[config.mk]
export PLATFORM = sky130hd
export DESIGN_NAME = p_median_cost_eval_core
export DESIGN_NICKNAME = d
export VERILOG_FILES = /design/src/rtl/core/pmce_pkg.sv /design/src/rtl/core/pmce_ram.sv /design/src/rtl/core/pmce_eval.sv /design/src/rtl/core/p_median_cost_eval_core.sv
export SDC_FILE = /design/constraint.sdc
export NUM_CORES = 2
export LEC_CHECK = 0
export BUFFER_PORTS_ARGS = -buffer_cell sky130_fd_sc_hd__buf_2
export CAP_MARGIN = 10
export CORE_UTILIZATION = 63
export DETAILED_ROUTE_END_ITERATION = 8
export PLACE_DENSITY = 0.79
export SYNTH_ARGS = -nofsm -noshare
export SYNTH_HDL_FRONTEND = slang
export SYNTH_SLANG_ARGS = --single-unit
[constraint.sdc]
create_clock -name clk_i -period 6.7 [get_ports clk_i]
set_input_delay 0.335 -clock clk_i [delete_from_list [all_inputs] [get_ports clk_i]]
set_output_delay 0.335 -clock clk_i [all_outputs]
set_load 0.1 [all_outputs]
[src/rtl/core/pmce_pkg.sv]
// ============================================================================
// pmce_pkg
// Shared constants, codes and types of the p-median cost evaluator.
// ============================================================================
package pmce_pkg;

  // Problem size and value widths
  localparam int SITES        = 12;
  localparam int DIST_WIDTH   = 16;
  localparam int DEMAND_WIDTH = 16;
  localparam int COST_WIDTH   = 36;
  localparam int PROD_WIDTH   = DIST_WIDTH + DEMAND_WIDTH;

  // Index and address widths
  localparam int SITE_W  = $clog2(SITES);
  localparam int DIST_AW = $clog2(SITES * SITES);
  localparam int DEM_AW  = $clog2(SITES);

  // Fixed field widths of a transaction
  localparam int ACTION_W    = 2;
  localparam int INDEX_W     = 4;
  localparam int LOAD_W      = 16;
  localparam int MASK_W      = 12;
  localparam int IN_TDATA_W  = 40;
  localparam int OUT_TDATA_W = 40;

  // Field positions in the input tdata
  localparam int SITE_LSB  = 0;
  localparam int POINT_LSB = SITE_LSB + INDEX_W;
  localparam int LOAD_LSB  = POINT_LSB + INDEX_W;
  localparam int MASK_LSB  = LOAD_LSB + LOAD_W;

  typedef enum logic [ACTION_W-1:0] {
    ACT_DIST   = 2'd0,
    ACT_DEMAND = 2'd1,
    ACT_EVAL   = 2'd2
  } action_e;

  typedef enum logic [1:0] {
    EV_IDLE,
    EV_RUN,
    EV_DRAIN,
    EV_DONE
  } eval_state_e;

  // Read requests from the evaluator to both stores
  typedef struct packed {
    logic               dist_re;
    logic [DIST_AW-1:0] dist_addr;
    logic               dem_re;
    logic [DEM_AW-1:0]  dem_addr;
  } rd_req_t;

  // Finished evaluation handed to the output register
  typedef struct packed {
    logic                  valid;
    logic [COST_WIDTH-1:0] cost;
    logic                  no_open;
  } eval_res_t;

endpackage

[src/rtl/core/pmce_ram.sv]
// ============================================================================
// pmce_ram
// Generic simple dual-port RAM: one write port, one read port, registered read.
// ============================================================================
module pmce_ram #(
  parameter int WIDTH = 16,
  parameter int DEPTH = 16,
  localparam int AW = (DEPTH > 1) ? $clog2(DEPTH) : 1
) (
  input  logic             clk_i,
  input  logic             we_i,
  input  logic [AW-1:0]    waddr_i,
  input  logic [WIDTH-1:0] wdata_i,
  input  logic             re_i,
  input  logic [AW-1:0]    raddr_i,
  output logic [WIDTH-1:0] rdata_o
);

  logic [WIDTH-1:0] mem_q [DEPTH];
  logic [WIDTH-1:0] rdata_q;

  // Write port
  always_ff @(posedge clk_i) begin
    if (we_i) begin
      mem_q[waddr_i] <= wdata_i;
    end
  end

  // Registered read port
  always_ff @(posedge clk_i) begin
    if (re_i) begin
      rdata_q <= mem_q[raddr_i];
    end
  end

  assign rdata_o = rdata_q;

endmodule

[src/rtl/core/pmce_eval.sv]
// ============================================================================
// pmce_eval
// Evaluation sequencer: sweeps the distance store point by point, keeps the
// nearest open distance, weights it by demand and accumulates the cost.
// ============================================================================
module pmce_eval
  import pmce_pkg::*;
(
  input  logic                    clk_i,
  input  logic                    rst_ni,
  input  logic                    start_i,
  input  logic [MASK_W-1:0]       open_mask_i,
  input  logic [DIST_WIDTH-1:0]   dist_rdata_i,
  input  logic [DEMAND_WIDTH-1:0] dem_rdata_i,
  input  logic                    res_ack_i,
  output rd_req_t                 rd_req_o,
  output logic                    busy_o,
  output eval_res_t               res_o
);

  eval_state_e state_q, state_d;

  // Sweep counters: site i inner, point j outer
  logic [SITE_W-1:0]  i_q, j_q;
  logic [DIST_AW-1:0] base_q;
  logic [MASK_W-1:0]  mask_q;
  logic               issue;
  logic               last_site, last_point;

  // Stage 1: distance data returns
  logic v1_q, open1_q, first1_q, last1_q, tail1_q;
  logic [DIST_WIDTH-1:0] best_q;
  logic                  found_q;
  logic                  cur_found, take;
  logic [DIST_WIDTH-1:0] cur_best, new_best;

  // Stage 2: nearest distance and weight
  logic                    v2_q, tail2_q;
  logic [DIST_WIDTH-1:0]   minv_q;
  logic [DEMAND_WIDTH-1:0] dem_q;

  // Stage 3: weighted term
  logic                  v3_q, tail3_q;
  logic [PROD_WIDTH-1:0] prod_q;

  // Accumulator
  logic [COST_WIDTH-1:0] sum_q;
  logic [COST_WIDTH:0]   sum_ext;
  logic                  no_open_q;

  assign issue      = (state_q == EV_RUN);
  assign last_site  = (i_q == SITE_W'(SITES - 1));
  assign last_point = (j_q == SITE_W'(SITES - 1));

  // State register
  always_ff @(posedge clk_i or negedge rst_ni) begin
    if (!rst_ni) begin
      state_q <= EV_IDLE;
    end else begin
      state_q <= state_d;
    end
  end

  // Next state and outputs
  always_comb begin
    state_d            = state_q;
    rd_req_o.dist_re   = issue;
    rd_req_o.dist_addr = base_q + DIST_AW'(j_q);
    rd_req_o.dem_re    = issue;
    rd_req_o.dem_addr  = DEM_AW'(j_q);
    busy_o             = (state_q != EV_IDLE);
    res_o.valid        = (state_q == EV_DONE);
    res_o.cost         = sum_q;
    res_o.no_open      = no_open_q;
    case (state_q)
      EV_IDLE: begin
        if (start_i) begin
          state_d = (open_mask_i[SITES-1:0] == '0) ? EV_DONE : EV_RUN;
        end
      end
      EV_RUN: begin
        if (last_site && last_point) begin
          state_d = EV_DRAIN;
        end
      end
      EV_DRAIN: begin
        if (v3_q && tail3_q) begin
          state_d = EV_DONE;
        end
      end
      EV_DONE: begin
        if (res_ack_i) begin
          state_d = EV_IDLE;
        end
      end
      default: state_d = EV_IDLE;
    endcase
  end

  // Advance the sweep counters
  always_ff @(posedge clk_i or negedge rst_ni) begin
    if (!rst_ni) begin
      i_q    <= '0;
      j_q    <= '0;
      base_q <= '0;
    end else if (state_q == EV_IDLE) begin
      i_q    <= '0;
      j_q    <= '0;
      base_q <= '0;
    end else if (issue) begin
      if (last_site) begin
        i_q    <= '0;
        base_q <= '0;
        j_q    <= last_point ? '0 : j_q + SITE_W'(1);
      end else begin
        i_q    <= i_q + SITE_W'(1);
        base_q <= base_q + DIST_AW'(SITES);
      end
    end
  end

  // Capture the mask at start
  always_ff @(posedge clk_i) begin
    if (state_q == EV_IDLE && start_i) begin
      mask_q <= open_mask_i;
    end
  end

  // Pipeline valid and tail flags
  always_ff @(posedge clk_i or negedge rst_ni) begin
    if (!rst_ni) begin
      v1_q <= 1'b0;
      v2_q <= 1'b0;
      v3_q <= 1'b0;
    end else begin
      v1_q <= issue;
      v2_q <= v1_q && last1_q;
      v3_q <= v2_q;
    end
  end

  // Tag each read with its place in the sweep
  always_ff @(posedge clk_i) begin
    open1_q  <= mask_q[i_q];
    first1_q <= (i_q == '0);
    last1_q  <= last_site;
    tail1_q  <= last_site && last_point;
  end

  // Running minimum over open sites of the current point
  assign cur_found = first1_q ? 1'b0 : found_q;
  assign cur_best  = best_q;
  assign take      = open1_q && (!cur_found || (dist_rdata_i <= cur_best));
  assign new_best  = take ? dist_rdata_i : cur_best;

  always_ff @(posedge clk_i) begin
    if (v1_q) begin
      best_q  <= new_best;
      found_q <= cur_found || open1_q;
    end
    if (v1_q && last1_q) begin
      minv_q  <= new_best;
      dem_q   <= dem_rdata_i;
      tail2_q <= tail1_q;
    end
    if (v2_q) begin
      prod_q  <= PROD_WIDTH'(minv_q) * PROD_WIDTH'(dem_q);
      tail3_q <= tail2_q;
    end
  end

  // Accumulate with saturation
  assign sum_ext = {1'b0, sum_q} + (COST_WIDTH + 1)'(prod_q);

  always_ff @(posedge clk_i) begin
    if (state_q == EV_IDLE && start_i) begin
      sum_q     <= '0;
      no_open_q <= (open_mask_i[SITES-1:0] == '0);
    end else if (v3_q) begin
      sum_q <= sum_ext[COST_WIDTH] ? {COST_WIDTH{1'b1}} : sum_ext[COST_WIDTH-1:0];
    end
  end

endmodule

[src/rtl/core/p_median_cost_eval_core.sv]
// ============================================================================
// p_median_cost_eval_core
// P-median objective evaluator: loads a site-by-point distance store and a
// demand weight store, then returns the total weighted nearest-site cost.
// ============================================================================
//
//  Channel | Direction | tdata (low bit up)                         | tuser
//  s_axis  | in        | site_index, point_index, load_value,       | action
//          |           | open_mask, zero pad to 40 bits             |
//  m_axis  | out       | total_cost, zero pad to 40 bits            | no_open_site
//
//  A load transaction is written in the cycle it is accepted.
//  An evaluate holds s_axis_tready low while it sweeps every site-point pair,
//  as set by the single read port of the distance memory; an empty mask skips
//  the sweep but still holds it low. A stalled m_axis result lets the next evaluate
//  run, which then keeps s_axis_tready low until the output register drains.
//  Reset clears control state only; both stores are undefined until written.
//
module p_median_cost_eval_core
  import pmce_pkg::*;
(
  input  logic                   clk_i,
  input  logic                   rst_ni,
  input  logic                   s_axis_tvalid,
  output logic                   s_axis_tready,
  // site_index[3:0], point_index[7:4], load_value[23:8], open_mask[35:24]
  input  logic [IN_TDATA_W-1:0]  s_axis_tdata,
  // action[1:0]
  input  logic [ACTION_W-1:0]    s_axis_tuser,
  output logic                   m_axis_tvalid,
  input  logic                   m_axis_tready,
  // total_cost[35:0]
  output logic [OUT_TDATA_W-1:0] m_axis_tdata,
  // no_open_site[0]
  output logic                   m_axis_tuser
);

  logic                    s_accept;
  logic [INDEX_W-1:0]      site_idx, point_idx;
  logic [LOAD_W-1:0]       load_val;
  logic [MASK_W-1:0]       open_mask;
  logic                    dist_we, dem_we, start;
  logic [DIST_AW-1:0]      dist_waddr;
  logic [DIST_WIDTH-1:0]   dist_rdata;
  logic [DEMAND_WIDTH-1:0] dem_rdata;
  rd_req_t                 rd_req;
  eval_res_t               res;
  logic                    busy, res_load;

  logic                  out_valid_q;
  logic [COST_WIDTH-1:0] out_cost_q;
  logic                  out_flag_q;

  // Unpack the transaction
  assign site_idx  = s_axis_tdata[SITE_LSB +: INDEX_W];
  assign point_idx = s_axis_tdata[POINT_LSB +: INDEX_W];
  assign load_val  = s_axis_tdata[LOAD_LSB +: LOAD_W];
  assign open_mask = s_axis_tdata[MASK_LSB +: MASK_W];

  assign s_axis_tready = !busy;
  assign s_accept      = s_axis_tvalid && s_axis_tready;

  // Decode the action; drop out-of-range writes and the unused code
  always_comb begin
    dist_we = 1'b0;
    dem_we  = 1'b0;
    start   = 1'b0;
    case (s_axis_tuser)
      ACT_DIST: begin
        dist_we = s_accept && (site_idx < INDEX_W'(SITES)) && (point_idx < INDEX_W'(SITES));
      end
      ACT_DEMAND: begin
        dem_we = s_accept && (point_idx < INDEX_W'(SITES));
      end
      ACT_EVAL: begin
        start = s_accept;
      end
      default: begin
        dist_we = 1'b0;
      end
    endcase
  end

  assign dist_waddr = DIST_AW'(site_idx) * DIST_AW'(SITES) + DIST_AW'(point_idx);

  // Distance store
  pmce_ram #(
    .WIDTH (DIST_WIDTH),
    .DEPTH (SITES * SITES)
  ) u_dist_ram (
    .clk_i   (clk_i),
    .we_i    (dist_we),
    .waddr_i (dist_waddr),
    .wdata_i (load_val[DIST_WIDTH-1:0]),
    .re_i    (rd_req.dist_re),
    .raddr_i (rd_req.dist_addr),
    .rdata_o (dist_rdata)
  );

  // Demand weight store
  pmce_ram #(
    .WIDTH (DEMAND_WIDTH),
    .DEPTH (SITES)
  ) u_dem_ram (
    .clk_i   (clk_i),
    .we_i    (dem_we),
    .waddr_i (DEM_AW'(point_idx)),
    .wdata_i (load_val[DEMAND_WIDTH-1:0]),
    .re_i    (rd_req.dem_re),
    .raddr_i (rd_req.dem_addr),
    .rdata_o (dem_rdata)
  );

  // Evaluation sequencer
  pmce_eval u_eval (
    .clk_i        (clk_i),
    .rst_ni       (rst_ni),
    .start_i      (start),
    .open_mask_i  (open_mask),
    .dist_rdata_i (dist_rdata),
    .dem_rdata_i  (dem_rdata),
    .res_ack_i    (res_load),
    .rd_req_o     (rd_req),
    .busy_o       (busy),
    .res_o        (res)
  );

  // Output register: load when empty or being drained
  assign res_load = res.valid && (!out_valid_q || m_axis_tready);

  always_ff @(posedge clk_i or negedge rst_ni) begin
    if (!rst_ni) begin
      out_valid_q <= 1'b0;
    end else if (res_load) begin
      out_valid_q <= 1'b1;
    end else if (m_axis_tready) begin
      out_valid_q <= 1'b0;
    end
  end

  always_ff @(posedge clk_i) begin
    if (res_load) begin
      out_cost_q <= res.cost;
      out_flag_q <= res.no_open;
    end
  end

  assign m_axis_tvalid = out_valid_q;
  assign m_axis_tdata  = OUT_TDATA_W'(out_cost_q);
  assign m_axis_tuser  = out_flag_q;

  // An empty-mask result carries zero cost
  a_empty_zero: assert property (@(posedge clk_i) disable iff (!rst_ni)
    m_axis_tvalid && m_axis_tuser |-> m_axis_tdata[COST_WIDTH-1:0] == '0)
    else $error("empty-mask result with nonzero cost");

  // An evaluate transaction closes the input side on the next cycle
  a_eval_blocks: assert property (@(posedge clk_i) disable iff (!rst_ni)
    start |=> !s_axis_tready)
    else $error("input accepted during evaluation");

  // Loads never coincide with the distance sweep
  a_no_wr_rd: assert property (@(posedge clk_i) disable iff (!rst_ni)
    !(dist_we && rd_req.dist_re) && !(dem_we && rd_req.dem_re))
    else $error("store written while being swept");

  // A result is never overwritten while it waits
  a_hold_result: assert property (@(posedge clk_i) disable iff (!rst_ni)
    m_axis_tvalid && !m_axis_tready |=> m_axis_tvalid && $stable(out_cost_q))
    else $error("pending result lost");

endmodule
After elaboration in Yosys (flattened, before gate mapping)
Memory sizes are Yosys's and may differ from the RTL's. A register that Yosys moved wholly into a read port is not among the register bits.
Cells that the tools add are included.
- word-level logic and storage cells: 105
- memories: 2
- output and inout port bits: 43
- input bits: 46
- bits in writable memories: 2496
- flip-flop bits (word level): 195
- equality and inequality tests: 11
- reduce and logical (&&, ||, !) cells: 26
- multipliers: 2
- mux-type cells: 30
- $lt $le $gt $ge: 4
- add/sub/neg operators: 6
- memories (name ; depth ; width ; rd ports ; clocked after memory_dff ; wr ports ; line ; RTL):
    u_dist_ram.mem_q ; 144 ; 16 ; 1 ; 1 ; 1 ; pmce_ram.sv:19 ; logic [WIDTH-1:0] mem_q [DEPTH];
    u_dem_ram.mem_q ; 12 ; 16 ; 1 ; 1 ; 1 ; pmce_ram.sv:19 ;
- operator list (kind ; number):
    $add A36 B32 Y37 ; 1
    $mux W36 ; 1
    $mul A16 B16 Y32 ; 1
    $mux W4 ; 7
    $mux W8 ; 3
    $add A8 B4 Y8 ; 2
    $le A16 B16 Y1 ; 1
    $mux W16 ; 1
    $logic_not A12 Y1 ; 1
    $mux W1 ; 11
    $logic_and A1 B1 Y1 ; 10
    $mux W2 ; 5
    $add A4 B1 Y4 const B ; 2
    $add A8 B4 Y8 const B ; 1
    $eq A4 B4 Y1 const B ; 2
    $lt A4 B4 Y1 const B ; 2
    $pmux W2 S4 ; 1
    $reduce_bool A2 Y1 ; 4
    $eq A2 B2 Y1 const B ; 3
    $mul A4 B2 Y6 const B ; 1
    $ne A2 B1 Y1 const B ; 3
    $lt A4 B5 Y1 const B ; 1
    $bmux W1 S4 ; 1
    $eq A2 B1 Y1 const B ; 2
    7 further kinds ; 12

Logic depth before layout (Yosys ltp)
- depth in word-level cells: 8
- gate-level depth with buffers: 24

By module
From an unflattened synthesis, not the netlist that was laid out.
- cells, all modules: 6182
- area, all modules: 114990.3 um^2
- modules (own cells, without submodules) (module ; cells an instance ; seq. area each (um^2) ; area each (um^2) ; instances):
    pmce_ram (u_dist_ram) ; 4098 ; 69666.8 ; 89578.4 ; 1
    pmce_eval ; 1651 ; 4159.0 ; 16131.7 ; 1
    pmce_ram (u_dem_ram) ; 342 ; 6246.0 ; 7770.0 ; 1
    p_median_cost_eval_core ; 91 ; 1136.1 ; 1510.2 ; 1

Worst setup path before layout
OpenSTA, ideal clock, no wires.
- path kind: register -> register
- from: register u_eval.dem_q[7]
- to: register u_eval.prod_q[30] (data pin)
- stages on the path, launching flop included: 24
- data arrival time: 5710 ps
- path slack: 726 ps
- clock period less this slack: 5974 ps
- data required time: 6436 ps
- path through: edfxtp_1 > clkbuf_1 > nand2_1 > fa_1 > inv_1 > fa_1 > inv_1 > fa_1 > inv_1 > fa_1 > fa_1 > inv_1 > fa_1 > inv_1 > ha_1 > and3_1 > nand4_1 > a2bb2oi_1 > nand2_1 > o211ai_1 > o211a_1 > o21ai_1 > a221oi_1 > xnor2_1
- longest elaborated chain between the ends: 1
- ends and longest elaborated chain (item ; line ; RTL):
    start, declared ; pmce_eval.sv:40 ; logic [DEMAND_WIDTH-1:0] dem_q;
    start signal, assigned ; pmce_eval.sv:163 ; dem_q <= dem_rdata_i;
    $mul A16 B16 Y32 ; pmce_eval.sv:167 ; prod_q <= PROD_WIDTH'(minv_q) * PROD_WIDTH'(dem_q);
    end signal, assigned ; pmce_eval.sv:167 ;
    end, declared ; pmce_eval.sv:44 ; logic [PROD_WIDTH-1:0] prod_q;
Every way passes these cells.
A chain may end at the register's enable or synchronous reset.

Final worst setup path
- from: register u_eval.dem_q[4]
- to: register u_eval.prod_q[30] (data pin)
The elaborated chain is that of the path after synthesis.

==> results.cfg <==
[floorplan]
io_pins = 89
start_util_pct = 63.7
core_sq_um = 179000
dieArea_sq_um = 183000
rows = 155
fp.dieW_microns = 428
die_h_microns = 428

[drt]
dr.first_iter.drc_count = 8071
wirelength_microns = 287000
drtPass1Iterations = 6
viasPerCell = 6.85
vias = 59500
antenna_left = 0
drc = 0
wire_per_inst_microns = 33.0

[global_route]
grt_pass1_vias = 61200
grt_pass1_wl_microns = 415000
grt_antenna_before_repair = 18
grt_usage_pct = 31.6
grt_overflow = 0
grt_max_degree = 125

[clock_network]
clock_latency_ns = 0.96
tritoncts = built
cts.sinks = 2721
h-tree-depth = 5
clock_path_buffers = 4
clockRootBuffer = clkbuf_16
cts_buffers = 279
cts.clk_slew.worst_paths_ns = 0.06

[timing]
tightest_slew_ns = 1.34
whs_ns = 0.0424
timing.slew.headroom_pct = 9.82
tns_ns = 0
fin_skew_ns = 0.0976
finalHoldViolations = 0
fin_crit_ns = 6.43
fin_crit_sh_pct = 96.0
timing.fmax_mhz = 155
finalSetupViolations = 0
slew_violations = 0
fin_ws_ns = 0.268
rsz0062_at_grt = no

[yosys]
ys_ff_latch = 2721
yosysSeqAreaShare_pct = 71.1
synth_area_leader_cell = edfxtp_1
synth.avg_cell_area_sq_um = 19.9
ys_warn_count = 0
synth_area_sq_um = 114000
syn_inst = 5735
async_reset_ff_share_pct = 0.735
synth.top_cells.by_area = edfxtp_1 (70%), mux4_2 (15%), fa_1 (3.5%)
synthFlopType = edfxtp_1
synth_top_area_share_pct = 69.9
ys_types = 63
synth-edff-count = 2661

[critical_path]
reg2reg_to = u_eval.prod_q[30]$_DFFE_PP_
cp_data_required_time_ns = 7.31
cp_slowest_cell = fa_1
crit_path_frequent_cell = fa_1
path_max_fanout = 5
endpoint_kind = flop
cp_cell_sequence = buf_2, and2_1, fa_1, inv_1, fa_1, fa_1, fa_1, inv_1, fa_1, inv_1, fa_1, inv_1, ha_1, nand3_1, nor4_1, o21bai_1, nand2_1, o211ai_1, o211a_1, o21ai_1, a221oi_1, xnor2_1
rr_worst_depth = 22
cp.arrival_ns = 7.04
r2r-start = u_eval.dem_q[4]$_DFFE_PP_
max_stage_delay_ns = 0.55
critPathLaunchType = flop
critPathKind = reg -> reg
regToRegSetupSlack_ns = 0.27

[pwr]
max-vdd-ir-drop_uv = 286
power.density_nw_per_um2 = 267
total_power_mw = 34.2
leakagePower_nw = 41.9

[final_layout]
nets = 6541
layout-area-overhead-vs-synth_pct = 12.0
stdcell_area_sq_um = 128000
drive_gt1_share_pct = 24.7
final_util_pct = 71.4
final_cells = 8685
num-fill-cells = 9921

[placement]
place_ws_ns = 0.132
gp_congestion = 0.887
io_buffers = 80
place_area_sq_um = 119000
hpwlAfterDp_microns = 157000
placed_cells = 8141

[job]
maxCapViolations = 0

[min_path]
whs_path_depth = 1
hold_end = u_dist_ram.mem_q[49][12]$_DFFE_PP_
min_path_type = in -> reg
min_from = s_axis_tdata[20]

[outcome]
status = completed
-- power by group --
part	leakage [nW]	switching, mW	internal [mW]
combinational	13.1	0.372	0.0548
clock	4.23	6.33	8.75
sequential	24.6	0	18.7
-- logic make-up after synthesis --
family	after synthesis	synth area share, %
multiplexers	815	15.7
AO/OA/AOI/OAI	375	2.05
AND/OR/NAND/NOR	837	3.41
adder cells (fa/ha/maj)	365	5.29
XOR/XNOR	77	0.590
buffers and inverters	544	1.91
flip-flops	2721	71.1
other	1	0.00328
-- what timing repair did --
item,CTS,global route
endpoints found under the setup margin,0,4
setup buffers,0,30
resized for setup,0,2
endpoints found under the hold margin,541,0
hold buffers,29,0
-- synth_stat cells, types with 3 or more instances --
cell	count
or4_1	9
nand2_1	310
xor2_1	29
o211ai_1	6
and2_1	131
nand3b_1	5
ha_1	168
nand3_1	43
fa_1	197
dfrtp_1	20
a211oi_1	10
mux2i_1	29
mux4_2	779
nor2_1	197
nor2b_1	41
nor3_1	37
nand4_1	10
buf_4	17
nand2b_1	19
o21ai_1	8
o221a_2	3
inv_1	267
buf_2	64
a311o_1	17
buf_1	44
clkbuf_1	152
a21oi_1	130
mux2_2	7
xnor2_1	48
o21bai_1	9
o22ai_1	3
a21o_1	36
o21ai_0	90
or2_2	3
and3_1	14
o221ai_1	16
or3_1	6
edfxtp_1	2661
nor4_1	5
dfxtp_1	40
o2111ai_1	3
and4_1	3
a31oi_1	9
o21a_1	14
nor3b_1	3
-- routing by layer --
layer / GRT usage, % / up-vias / part of all wire (%)
li1: - / 23700 / -
met1: 41.7 / 30700 / 35
met2: 51.0 / 4248 / 49
met3: 6.58 / 870 / 11
met4: 15.3 / 16 / 5.5
met5: 0 / - / 0.049
-- placed cells by master, fill, tap and decap left out, types with 65 or more instances in the layout --
master     instances
edfxtp_1        2661
mux4_2           779
nand2_1          310
clkbuf_16        285
buf_4            270
inv_1            267
fa_1             197
nor2_1           176
ha_1             166
and2_1           131
a21oi_1          129
o21ai_0           89
buf_2             65
-- layout make-up --
cell class | count | area, sq um | share of cell area (%)
antenna | 5 | 12.5 | 0.00977
tap | 2355 | 2950 | 2.30
sequential | 2721 | 81200 | 63.4
multi-input combinational | 2473 | 31000 | 24.3
clock inverter | 137 | 1310 | 1.02
inverter | 267 | 1000 | 0.783
clock buffer | 339 | 7350 | 5.74
timing repair buffer | 388 | 3130 | 2.45
-- how the worst max path moves through the flow --
stage	cells past startpoint	slack (ns)	end	from
2_1_floorplan	23	0.73	u_eval.prod_q[30]$_DFFE_PP_	u_eval.dem_q[7]$_DFFE_PP_
3_5_place_dp	20	0.13	u_eval.prod_q[31]$_DFFE_PP_	u_eval.dem_q[4]$_DFFE_PP_
4_1_cts	20	0.11	u_eval.prod_q[31]$_DFFE_PP_	u_eval.dem_q[4]$_DFFE_PP_
3_3_place_gp	21	0.29	u_eval.prod_q[30]$_DFFE_PP_	u_eval.dem_q[4]$_DFFE_PP_
6_report	22	0.27	u_eval.prod_q[30]$_DFFE_PP_	u_eval.dem_q[4]$_DFFE_PP_
5_1_grt	21	0.03	u_eval.prod_q[30]$_DFFE_PP_	u_eval.dem_q[5]$_DFFE_PP_
-- flip-flops by register name (all words and copies together), names as in the netlist, 2 cells and up --
| register | cells |
|---|---|
| out_cost_q | 36 |
| u_dem_ram.mem_q | 192 |
| u_dem_ram.rdata_o | 16 |
| u_dist_ram.mem_q | 2304 |
| u_dist_ram.rdata_o | 16 |
| u_eval.base_q | 6 |
| u_eval.best_q | 16 |
| u_eval.dem_q | 16 |
| u_eval.i_q | 4 |
| u_eval.j_q | 4 |
| u_eval.mask_q | 12 |
| u_eval.minv_q | 16 |
| u_eval.prod_q | 32 |
| u_eval.state_q | 2 |
| u_eval.sum_q | 36 |
-- worst max-delay path, delay by kind of cell, from the launching register on --
| family | cells | cell delay (ns) |
|---|---|---|
| compound gates | 5 | 1.02 |
| xor+xnor | 1 | 0.15 |
| fa+ha+maj | 7 | 3.37 |
| buf+inv | 5 | 0.39 |
| flops | 1 | 0.44 |
| simple gates | 4 | 0.82 |
Note: power is estimated with default switching activity, not from simulation.
